--- src/rtl/fcp_pkg.sv ---
package fcp_pkg;

    typedef enum logic [4:0] {
        CMD_UNKNOWN,
        CMD_C,
        CMD_FG,
        CMD_FQ,
        CMD_GB,
        CMD_GC,
        CMD_GD,
        CMD_GH,
        CMD_GI,
        CMD_GN,
        CMD_GP,
        CMD_GT,
        CMD_GV,
        CMD_SC,
        CMD_SD,
        CMD_SF,
        CMD_SH,
        CMD_SN,
        CMD_SP
    } t_cmd_code;

    // configuration register indexes
    localparam logic REG_START_CHAR = 1'b0;
    localparam logic REG_END_CHAR   = 1'b1;

    localparam logic [7:0] START_CHAR_RST = 8'd58;
    localparam logic [7:0] END_CHAR_RST   = 8'd35;
    localparam logic [7:0] CHAR_TWO       = 8'h32;

    // first six bytes of the buffer as seen by the decoder, after one
    // leading '2' has been dropped; bytes past the length read as zero
    typedef struct packed {
        logic [5:0][7:0] bytes;
        logic            len_ge1;
        logic            len_ge2;
        logic            len_ge4;
        logic            len_ge6;
    } t_window;

    typedef struct packed {
        logic       clear;
        logic       append;
        logic       decode;
        logic [7:0] data;
    } t_buf_op;

    function automatic logic [3:0] hex_digit(input logic [7:0] c);
        logic [7:0] d;
        d = 8'd0;
        if (c inside {[8'h30:8'h39]}) begin
            d = c - 8'h30;
        end else if (c inside {[8'h41:8'h46]}) begin
            d = c - 8'h37;
        end else if (c inside {[8'h61:8'h66]}) begin
            d = c - 8'h57;
        end
        return d[3:0];
    endfunction

endpackage

--- src/rtl/focuser_command_parser_top.sv ---
// Serial focuser command parser. One received byte is taken per beat and a
// new byte may follow in every cycle while o_rx_stall is low; each byte passes
// the input register before the command buffer and the result register are
// updated, and a decoded command enters the result register as its end byte
// leaves the input register. The start byte clears the buffer, the end byte
// yields one beat of command_code/command_value, any other byte is stored
// (dropped once the buffer holds BUFFER_DEPTH bytes). o_rx_stall rises only
// when an end byte waits behind a result that the downstream side is still
// stalling. start_char (byte 0x0) and end_char (byte 0x4) are written over the
// APB port by the user only while no byte is in flight; the block does not enforce it.
module focuser_command_parser_top #(
    parameter int BUFFER_DEPTH = 8
) (
    input  logic        i_clk,
    input  logic        i_rst_n,
    input  logic        psel,
    input  logic        penable,
    input  logic        pwrite,
    input  logic [2:0]  paddr,
    input  logic [31:0] pwdata,
    output logic [31:0] prdata,
    output logic        pready,
    input  logic        i_rx_valid,
    output logic        o_rx_stall,
    input  logic [7:0]  i_rx_byte,
    output logic        o_cmd_valid,
    input  logic        i_cmd_stall,
    output logic [4:0]  o_command_code,
    output logic [15:0] o_command_value
);
    import fcp_pkg::*;

    logic        r_s1_valid;
    logic [7:0]  r_s1_byte;
    logic        r_out_valid;
    logic [4:0]  r_code;
    logic [15:0] r_value;

    logic [7:0]  start_char;
    logic [7:0]  end_char;
    logic        is_start;
    logic        is_end;
    logic        out_free;
    logic        s1_fire;
    logic        rx_accept;
    t_buf_op     buf_op;
    t_window     window;
    t_cmd_code   dec_code;
    logic [15:0] dec_value;

    fcp_apb_regs u_regs (
        .i_clk        (i_clk),
        .i_rst_n      (i_rst_n),
        .psel         (psel),
        .penable      (penable),
        .pwrite       (pwrite),
        .paddr        (paddr),
        .pwdata       (pwdata),
        .prdata       (prdata),
        .pready       (pready),
        .o_start_char (start_char),
        .o_end_char   (end_char)
    );

    // start wins when both registers hold the same byte
    assign is_start  = (r_s1_byte == start_char);
    assign is_end    = !is_start && (r_s1_byte == end_char);
    assign out_free  = !r_out_valid || !i_cmd_stall;
    assign s1_fire   = r_s1_valid && (!is_end || out_free);
    assign o_rx_stall = r_s1_valid && !s1_fire;
    assign rx_accept = i_rx_valid && !o_rx_stall;

    always_comb begin
        buf_op.clear  = s1_fire && is_start;
        buf_op.decode = s1_fire && is_end;
        buf_op.append = s1_fire && !is_start && !is_end;
        buf_op.data   = r_s1_byte;
    end

    fcp_cmd_buf #(
        .BUFFER_DEPTH (BUFFER_DEPTH)
    ) u_buf (
        .i_clk    (i_clk),
        .i_rst_n  (i_rst_n),
        .i_op     (buf_op),
        .o_window (window)
    );

    fcp_decode u_dec (
        .i_window (window),
        .o_code   (dec_code),
        .o_value  (dec_value)
    );

    always_ff @(posedge i_clk) begin
        if (!i_rst_n) begin
            r_s1_valid <= 1'b0;
        end else if (rx_accept) begin
            r_s1_valid <= 1'b1;
        end else if (s1_fire) begin
            r_s1_valid <= 1'b0;
        end
    end

    always_ff @(posedge i_clk) begin
        if (rx_accept) begin
            r_s1_byte <= i_rx_byte;
        end
    end

    always_ff @(posedge i_clk) begin
        if (!i_rst_n) begin
            r_out_valid <= 1'b0;
        end else if (buf_op.decode) begin
            r_out_valid <= 1'b1;
        end else if (!i_cmd_stall) begin
            r_out_valid <= 1'b0;
        end
    end

    always_ff @(posedge i_clk) begin
        if (buf_op.decode) begin
            r_code  <= dec_code;
            r_value <= dec_value;
        end
    end

    assign o_cmd_valid     = r_out_valid;
    assign o_command_code  = r_code;
    assign o_command_value = r_value;

endmodule

--- src/rtl/fcp_apb_regs.sv ---
module fcp_apb_regs (
    input  logic        i_clk,
    input  logic        i_rst_n,
    input  logic        psel,
    input  logic        penable,
    input  logic        pwrite,
    input  logic [2:0]  paddr,
    input  logic [31:0] pwdata,
    output logic [31:0] prdata,
    output logic        pready,
    output logic [7:0]  o_start_char,
    output logic [7:0]  o_end_char
);
    import fcp_pkg::*;

    logic [7:0] r_start_char;
    logic [7:0] r_end_char;
    logic       wr_en;

    assign pready = 1'b1;
    assign wr_en  = psel && penable && pwrite;

    always_ff @(posedge i_clk) begin
        if (!i_rst_n) begin
            r_start_char <= START_CHAR_RST;
            r_end_char   <= END_CHAR_RST;
        end else if (wr_en) begin
            if (paddr[2] == REG_START_CHAR) begin
                r_start_char <= pwdata[7:0];
            end else begin
                r_end_char <= pwdata[7:0];
            end
        end
    end

    always_comb begin
        prdata = 32'd0;
        if (paddr[1:0] == 2'b00) begin
            prdata = (paddr[2] == REG_START_CHAR) ? {24'd0, r_start_char}
                                                  : {24'd0, r_end_char};
        end
    end

    assign o_start_char = r_start_char;
    assign o_end_char   = r_end_char;

endmodule

--- src/rtl/fcp_cmd_buf.sv ---
module fcp_cmd_buf #(
    parameter int BUFFER_DEPTH = 8
) (
    input  logic             i_clk,
    input  logic             i_rst_n,
    input  fcp_pkg::t_buf_op i_op,
    output fcp_pkg::t_window o_window
);
    import fcp_pkg::*;

    localparam int LW = $clog2(BUFFER_DEPTH + 1);

    logic [7:0]    r_buf [BUFFER_DEPTH];
    logic [LW-1:0] r_len;
    logic [7:0]    vis   [7];
    logic          shift;
    logic [LW-1:0] eff_len;

    // entries at or past the length always read as zero, so clearing only
    // needs the length reset
    always_comb begin
        for (int j = 0; j < 7; j++) begin
            vis[j] = (LW'(j) < r_len) ? r_buf[j] : 8'd0;
        end
    end

    assign shift   = (r_len != '0) && (vis[0] == CHAR_TWO);
    assign eff_len = r_len - LW'(shift);

    always_comb begin
        for (int k = 0; k < 6; k++) begin
            o_window.bytes[k] = shift ? vis[k+1] : vis[k];
        end
        o_window.len_ge1 = eff_len >= LW'(1);
        o_window.len_ge2 = eff_len >= LW'(2);
        o_window.len_ge4 = eff_len >= LW'(4);
        o_window.len_ge6 = eff_len >= LW'(6);
    end

    always_ff @(posedge i_clk) begin
        if (!i_rst_n) begin
            r_len <= '0;
        end else if (i_op.clear) begin
            r_len <= '0;
        end else if (i_op.decode) begin
            r_len <= eff_len;
        end else if (i_op.append && (r_len < LW'(BUFFER_DEPTH))) begin
            r_len <= r_len + LW'(1);
        end
    end

    always_ff @(posedge i_clk) begin
        if (i_op.decode && shift) begin
            for (int i = 0; i < BUFFER_DEPTH - 1; i++) begin
                r_buf[i] <= r_buf[i+1];
            end
        end else if (i_op.append) begin
            // a full buffer matches no slot, so the byte is dropped
            for (int i = 0; i < BUFFER_DEPTH; i++) begin
                if (r_len == LW'(i)) begin
                    r_buf[i] <= i_op.data;
                end
            end
        end
    end

endmodule

--- src/rtl/fcp_decode.sv ---
module fcp_decode (
    input  fcp_pkg::t_window   i_window,
    output fcp_pkg::t_cmd_code o_code,
    output logic [15:0]        o_value
);
    import fcp_pkg::*;

    always_comb begin
        logic [7:0] b0;
        logic [7:0] b1;
        logic [7:0] c;
        logic [2:0] ndig;
        logic       stop;

        b0      = i_window.bytes[0];
        b1      = i_window.bytes[1];
        c       = 8'd0;
        ndig    = 3'd0;
        stop    = 1'b0;
        o_code  = CMD_UNKNOWN;
        o_value = 16'd0;

        if (i_window.len_ge1) begin
            if (b0 == "C") begin
                o_code = CMD_C;
            end else if (i_window.len_ge2) begin
                case (b0)
                    "F": begin
                        case (b1)
                            "G":     o_code = CMD_FG;
                            "Q":     o_code = CMD_FQ;
                            default: o_code = CMD_UNKNOWN;
                        endcase
                    end
                    "G": begin
                        case (b1)
                            "B":     o_code = CMD_GB;
                            "C":     o_code = CMD_GC;
                            "D":     o_code = CMD_GD;
                            "H":     o_code = CMD_GH;
                            "I":     o_code = CMD_GI;
                            "N":     o_code = CMD_GN;
                            "P":     o_code = CMD_GP;
                            "T":     o_code = CMD_GT;
                            "V":     o_code = CMD_GV;
                            default: o_code = CMD_UNKNOWN;
                        endcase
                    end
                    "S": begin
                        case (b1)
                            "C": begin
                                if (i_window.len_ge4) begin
                                    o_code = CMD_SC;
                                    ndig   = 3'd2;
                                end
                            end
                            "D": begin
                                if (i_window.len_ge4) begin
                                    o_code = CMD_SD;
                                    ndig   = 3'd2;
                                end
                            end
                            "F":     o_code = CMD_SF;
                            "H":     o_code = CMD_SH;
                            "N": begin
                                if (i_window.len_ge6) begin
                                    o_code = CMD_SN;
                                    ndig   = 3'd4;
                                end
                            end
                            "P": begin
                                if (i_window.len_ge6) begin
                                    o_code = CMD_SP;
                                    ndig   = 3'd4;
                                end
                            end
                            default: o_code = CMD_UNKNOWN;
                        endcase
                    end
                    default: o_code = CMD_UNKNOWN;
                endcase
            end
        end

        // a zero byte ends the digits early
        for (int i = 0; i < 4; i++) begin
            if ((3'(i) < ndig) && !stop) begin
                c = i_window.bytes[2+i];
                if (c == 8'd0) begin
                    stop = 1'b1;
                end else begin
                    o_value = {o_value[11:0], hex_digit(c)};
                end
            end
        end
    end

endmodule

--- config.mk ---
export PLATFORM = sky130hd
export DESIGN_NAME = focuser_command_parser_top
export DESIGN_NICKNAME = d
export VERILOG_FILES = /design/src/rtl/fcp_pkg.sv /design/src/rtl/focuser_command_parser_top.sv /design/src/rtl/fcp_apb_regs.sv /design/src/rtl/fcp_cmd_buf.sv /design/src/rtl/fcp_decode.sv
export SDC_FILE = /design/constraint.sdc
export NUM_CORES = 1
export LEC_CHECK = 0
export ABC_AREA = 1
export BUFFER_PORTS_ARGS = -buffer_cell sky130_fd_sc_hd__buf_2
export CAP_MARGIN = 20
export CORE_MARGIN = 4
export CORE_UTILIZATION = 36
export DETAILED_ROUTE_END_ITERATION = 10
export PLACE_DENSITY_LB_ADDON = 0.2
export SYNTH_ARGS = -nofsm -noshare
export SYNTH_HDL_FRONTEND = slang
export SYNTH_SLANG_ARGS = --single-unit
--- constraint.sdc ---
create_clock -name i_clk -period 4.6 [get_ports i_clk]
set_clock_uncertainty 0.2 [all_clocks]
set_input_delay 0.46 -clock i_clk [delete_from_list [all_inputs] [get_ports i_clk]]
set_output_delay 0.46 -clock i_clk [all_outputs]
set_load 0.01 [all_outputs]
* Word level (Yosys, flattened, before mapping)
Memory sizes are Yosys's and may differ from the RTL's.
Cells that the tools add are included.
** Storage, ports and cells
- Flip-flop bits (word level) :: 51
- Latch bits :: 0
- Memory bits (writable) :: 64
- ROM bits :: 0
- Bits of input ports :: 50
- Output and inout bits :: 56
- Word-level logic and storage cells :: 265
- Memories kept :: 1
** Operators by class
- Add/subtract/negate cells :: 14
- $mul :: 0
- Div/mod/pow operators :: 0
- Magnitude comparators :: 40
- Eq/ne operators :: 27
- Shift operators :: 0
- Mux-type cells :: 108
- Bitwise gates (word level) :: 11
- Reductions and logical operators :: 55
** Memories
- u_buf.r_buf :: depth 8, width 8, rd ports 8, clocked after Yosys merged registers in 0, write ports 7, line fcp_cmd_buf.sv:13 : logic [7:0] r_buf [BUFFER_DEPTH];
** Operators with widths (number)
- 8-bit 2-to-1 mux :: 22
- 8-bit by 7-bit == test with 1-bit output, second input constant :: 16
- 16-bit 2-to-1 mux :: 7
- 4-bit 2-to-1 mux :: 17
- 8-bit by 7-bit >= comparator with 1-bit output, second input constant :: 8
- 8-bit by 7-bit <= comparator with 1-bit output, second input constant :: 8
- 1-bit 2-to-1 mux :: 47
- 4-bit one-hot mux with 9 select lines :: 1
- 8-bit by 6-bit >= comparator with 1-bit output, second input constant :: 4
- 8-bit by 6-bit <= comparator with 1-bit output, second input constant :: 4
- 8-bit logical NOT :: 4
- 32-bit 2-to-1 mux :: 1
- 4-bit by 3-bit subtractor with 4-bit output, second input constant :: 8
- 5-bit one-hot mux with 6 select lines :: 1
- 1-bit logical AND :: 28
- 3-bit 2-to-1 mux :: 6
- 4-bit by 3-bit == test with 1-bit output, second input constant :: 4
- 8-bit == test :: 2
- 4-bit by 1-bit subtractor with 4-bit output, second input constant :: 4
- 5-bit one-hot mux with 3 select lines :: 1
- 3-bit by 4-bit < comparator with 1-bit output, first input constant :: 3
- 5-bit 2-to-1 mux :: 2
- 1-bit logical NOT :: 9
- 4-bit by 2-bit == test with 1-bit output, second input constant :: 2
- other kinds (27) :: 46

* Logic depth before layout (Yosys ltp)
- Depth in word-level cells :: 23
- Depth in mapped cells :: 25
- Gate-level depth less buffers :: 24

* Hierarchy
Synthesis repeated with hierarchy kept, for this count alone.
** Unflattened totals
- Cells, all modules :: 1119
- Area total of the unflattened synthesis :: 8101.5 µm²
** Modules (own cells, without submodules)
- fcp_cmd_buf :: times used 1, cells an instance 501, area each 4005.1 µm², seq. area each 2001.9 µm²
- fcp_decode :: times used 1, cells an instance 357, area each 1820.5 µm², seq. area each 0.0 µm²
- focuser_command_parser_top :: times used 1, cells an instance 114, area each 1270.0 µm², seq. area each 910.9 µm²
- fcp_apb_regs :: times used 1, cells an instance 147, area each 1006.0 µm², seq. area each 320.3 µm²

* Worst setup path before layout
OpenSTA, ideal clock, no wires.
- Path type :: reg2reg
- Start :: reg u_buf.r_len[0]
- End :: reg r_value[2], in the netlist o_command_value[2] (data pin)
- Setup time :: 0.252 ns
- Arrival :: 3.024 ns
- Required time :: 4.148 ns
- Path slack :: 1.124 ns
- Stages on the path, launching flop included :: 19
- Path buffers :: 1
- Clock period less this slack :: 3.476 ns
- Path through :: dfxtp_1 > inv_1 > ha_1 > a21boi_2 > inv_1 > nor2_4 > clkbuf_1 > ha_1 > ha_1 > xor2_1 > nor2_1 > nor2_1 > nand4_1 > nand2_2 > nand3_1 > nor2_1 > o21ai_1 > nand2_1 > nand2_1
** On the way
- Longest elaborated chain between the ends :: 23
- Elaborated cells between the ends (all ways) :: 131
- Classes of those cells :: 13 x add/sub; 39 x order compare; 7 x eq/ne; 46 x mux; 26 x reduce/logical
** RTL lines
- start, declared :: line fcp_cmd_buf.sv:14 : logic [LW-1:0] r_len;
- start signal, assigned :: line fcp_cmd_buf.sv:46 : r_len <= eff_len;
- start signal, assigned :: line fcp_cmd_buf.sv:48 : r_len <= r_len + LW'(1);
- 1-bit by 4-bit < comparator with 1-bit output :: line fcp_cmd_buf.sv:23 : vis[j] = (LW'(j) < r_len) ? r_buf[j] : 8'd0;
- 8-bit 2-to-1 mux :: line fcp_cmd_buf.sv:23
- 8-bit by 6-bit == test with 1-bit output :: line fcp_cmd_buf.sv:27 : assign shift = (r_len != '0) && (vis[0] == CHAR_TWO);
- 1-bit logical AND :: line fcp_cmd_buf.sv:27
- 4-bit by 1-bit subtractor with 4-bit output / 8-bit 2-to-1 mux (equally long branches) :: line fcp_cmd_buf.sv:28, fcp_cmd_buf.sv:32
- 4-bit by 3-bit >= comparator with 1-bit output (tied with other cells) :: line fcp_cmd_buf.sv:36 : o_window.len_ge4 = eff_len >= LW'(4);
- 2-bit 2-to-1 mux (tied with other cells) :: line fcp_decode.sv:52, fcp_decode.sv:58
- 3-bit one-hot mux with 2 select lines :: line fcp_decode.sv:50 : case (b1)
- [... 8 more ...]
- 1-bit 2-to-1 mux :: line fcp_decode.sv:87 : if ((3'(i) < ndig) && !stop) begin
- 1-bit logical NOT :: line fcp_decode.sv:87
- 1-bit logical AND :: line fcp_decode.sv:87
- 1-bit 2-to-1 mux :: line fcp_decode.sv:87
- 1-bit logical NOT :: line fcp_decode.sv:87
- 1-bit logical AND :: line fcp_decode.sv:87
- 16-bit 2-to-1 mux * :: line fcp_decode.sv:87
- via dec_value[2] :: line focuser_command_parser_top.sv:49 : logic [15:0] dec_value;
- end signal, assigned :: line focuser_command_parser_top.sv:124 : r_value <= dec_value;
- end, declared :: line focuser_command_parser_top.sv:37 : logic [15:0] r_value;
Mark *: on every way through the listed nets, which the timed path passes. The rest lies on a longest branch.
A chain may end at the register's enable or synchronous reset.

* Final worst setup path
- Start :: reg u_buf.r_len[1]
- End :: reg r_value[5], in the netlist o_command_value[5] (data pin)
Same word-level chain as after synthesis.

==> results.md <==
* Gpl congestion at 0.842
* CTS sink cnt at about 120
* Max Freq at 0.246 GHz
* Hold WC Path Type: input pin to register
* H-tree Lvls at 4
* Row cnt at 53
* Worst path cell trace: inv_1, ha_1, a21oi_2, nand3_2, o21ai_1, inv_1, ha_1, inv_1, nand2_1, nand2_1, nand2_1, nand3_1, inv_1, o21ai_0, nand2_1, nor2_1, nand2_1, nand3_1
* Iteration-0 DRC Markers at around 380
* Flop pwr share at 0.434
* Setup violators final at 0
* Crit path depth at 18
* Min Tclk post-route at 4060 ps
* Initial antenna violation count at 0
* Ys flop type: edfxtp_1
* Mapped Cells at roughly 1000
* CP Buf/Inv Count at 4
* Switching share of total power at 0.254
* Worst Tran Pin Value at 703 ps
* Setup CP Type: register to register
* N_diodes at 0
* Period utilisation layout at 0.882
* Ranking of synthesized cells by area: edfxtp_1, nand2_1, inv_1, nand3_1, dfxtp_1
* Pwr per Cell Area at 304 nW/um^2
* Status: complete, no violations
* Most frequent cells after synthesis: nand2_1, inv_1, nor2_1
* Pre-antenna DRT Iters at 5
* Int Power at roughly 0.0020 W
* Area Overhead vs Synth at 14.3%
* Nets at around 1200
* Post-DP HPWL at 14800 um
* Synth Warn # at 0
* Min-Delay Endpoint: u_regs.o_end_char[0]
* Yosys top cell by area: edfxtp_1
* Leakage at 4.19 nW
* Die Footprint at 23800 um^2
* Starting Density at 0.367
* First-pass GRT wire length at 31700 um
* Hold path start: pwdata[0]
* CP max FO at 30
* Met2 WL at 9080 um
* Reg-to-reg critical path endpoint: o_command_value[5]
* RR Startpoint: u_buf.r_len[1]
* Largest net degree at the start of global routing at 31
* PortBufs at 56
* Switch Pwr at 0.000680 W
* FF+latch count, synth at 115
* Hold Path Stages at 3
* Slowest stage delay, CP at 520 ps
* Syn_area_per_cell at 7.39 um^2
* Final Hold Viols at 0
* Die span in y at between 150 and 200 um
* Clk Latency, worst-skew pair at 420 ps
* CP most frequent cell: nand2_1
* Sequential area share after synthesis at 0.420
* Tot GR Track Use at 0.166
* Worst EP arrival at 4150 ps
* Antenna viol nets, final at 0
* CTS tree: done
* Total CTS buffers at 17
* Slew headroom at 0.527
* Final wirelength at 19400 um
* R2R setup slack at approximately 540 ps
* Count leader, synth: nand2_1
* Slew Limit Fails at 0
* Maximum VDD drop at approximately 0.00025 V
* R2R cell count at 18
* Share of layout cells above drive strength 1 at 0.115
* IO Count at 106
* Combinational Power Share at 0.080
* Vias in the first global route at 6330
* Clock share of power at 0.486
* DR vias at 6715
* CTS max path bufs at 2
* Setup crit end kind: register
* Die width at 154 um
* Core area at 21000 um^2
* CP Launch Type: register
* Synthesized area at 7700 um^2
* CP max-delay cell: o21ai_1
* RSZ-0062 raised after global routing: no
* Top Layer Used: met4
* Setup total negative slack at 0 ps
* DR WL met3 at 1050 um
* Synth async-reset ratio at 0
* Fin Hold WS at 56.9 ps
* Worst-path clk slew at 60 ps
* Required time worst endpoint at 4690 ps
* GRT overflow at 0
* Yosys cell types at 42
* Clk root buf: clkbuf_16
* MaxCap Viol Count at 0
* EDFF count, synth at 93
* Share of the synthesized area in the top cell type at 0.362
* Kind of cell adding the most delay to the critical path: simple AND/OR/NAND/NOR gates
* DRT met1 WL at 8910 um
* Routed len/inst at 13.9 um
* Crit path launch: u_buf.r_len[1]
* DRC viols at 0
* Vias per std cell at roughly 4.8
[sequential cells by signal (all words and copies together), names as in the netlist]
name,count
u_regs.o_start_char,8
o_command_value,16
o_cmd_valid,1
r_s1_valid,1
u_buf.r_len,4
u_buf.r_buf,64
o_command_code,5
u_regs.o_end_char,8
r_s1_byte,8
[cell type report]
class / count / area, um^2
repair buffers: 74 / 435
multi-input cells: 773 / 3740
clock buffers: 19 / 433
flip-flops and latches: 115 / 3230
well taps: 275 / 344
clock inverters: 13 / 135
fillers: 2187 / 12200
inverters: 130 / 488
[logic make-up (layout without fill, tap and decap cells)]
group           Yosys count  count (layout)  synth area share
xor+xnor                 21              21            0.0239
other cells               2              25          0.000975
fa+ha+maj                22              22            0.0357
buf+inv                 178             236             0.106
flops                   115             115             0.420
simple gates            569             569             0.317
compound gates          136             136            0.0966
[worst max-delay path by stage]
stage / endpoint / slack [ps]
after floorplan: o_command_value[2] / 1120
after global placement: o_command_value[2] / 620
after detailed placement: o_command_value[0] / 570
after CTS: o_command_value[6] / 540
after global routing: o_command_value[10] / 40
final: o_command_value[5] / 540
[through the flow]
| step | cell area (um^2) | util | total power (W) | instances | worst slack [ps] |
|---|---|---|---|---|---|
| after floorplan | 7790 | - | 0.00134 | 1066 | 1120 |
| after global placement | 8160 | 0.388 | 0.00139 | 1359 | 625 |
| after detailed placement | 8160 | 0.388 | 0.00139 | 1359 | 566 |
| after CTS | 8810 | 0.419 | 0.00270 | 1399 | 543 |
| after global routing | 8810 | 0.419 | 0.00278 | 1399 | 43.4 |
| final | 8810 | 0.419 | 0.00268 | 1399 | 541 |
[worst reg2reg max path: stages, from the launching register on]
cell and delay (ps):
dfxtp_1 420, inv_1 150, ha_1 330, a21oi_2 240, nand3_2 500, o21ai_1 530
inv_1 130, ha_1 220, inv_1 70, nand2_1 50, nand2_1 60, nand2_1 50
nand3_1 150, inv_1 100, o21ai_0 260, nand2_1 120, nor2_1 200, nand2_1 70
nand3_1 90
[timing repair]
item / in CTS / in global routing
setup endpoints to repair: 0 / 0
setup buffers: 0 / 0
gates resized for setup: 0 / 0
hold endpoints to repair: 8 / 0
hold buffers: 8 / 0
[layout by cell type (no fill, tap or decap), types with 3 or more instances in the layout]
master,count
ha_1,22
dfxtp_1,22
xor2_1,15
nor2_4,4
o21ai_1,15
nor4_1,4
conb_1,25
nand3_1,90
edfxtp_1,93
nor2_1,106
clkinv_1,6
inv_1,122
dlygate4sd3_1,8
nand3b_1,7
clkinv_4,3
clkbuf_16,17
o21ai_2,8
nand4_1,12
nor2_2,4
o21ai_0,86
buf_2,56
nor3_1,5
buf_4,10
nand2_1,323
xnor2_1,6
nand2_2,4
a21oi_1,15
inv_2,5
[per-layer routing]
| layer | up-vias | track usage |
|---|---|---|
| met3 | 22 | 0.0392 |
| li1 | 3477 | - |
| met5 | - | 0 |
| met4 | 0 | 0.0521 |
| met1 | 3050 | 0.218 |
| met2 | 166 | 0.272 |
[power by group through the flow]
| stage | clock, W | combinational (W) | sequential [W] |
|---|---|---|---|
| after floorplan | 0 | 0.000167 | 0.00117 |
| after global placement | 0 | 0.000208 | 0.00119 |
| after detailed placement | 0 | 0.000209 | 0.00119 |
| after CTS | 0.00132 | 0.000215 | 0.00116 |
| after global routing | 0.00137 | 0.000245 | 0.00117 |
| final | 0.00130 | 0.000215 | 0.00116 |
No activity file was read; power rests on OpenSTA's default activity.
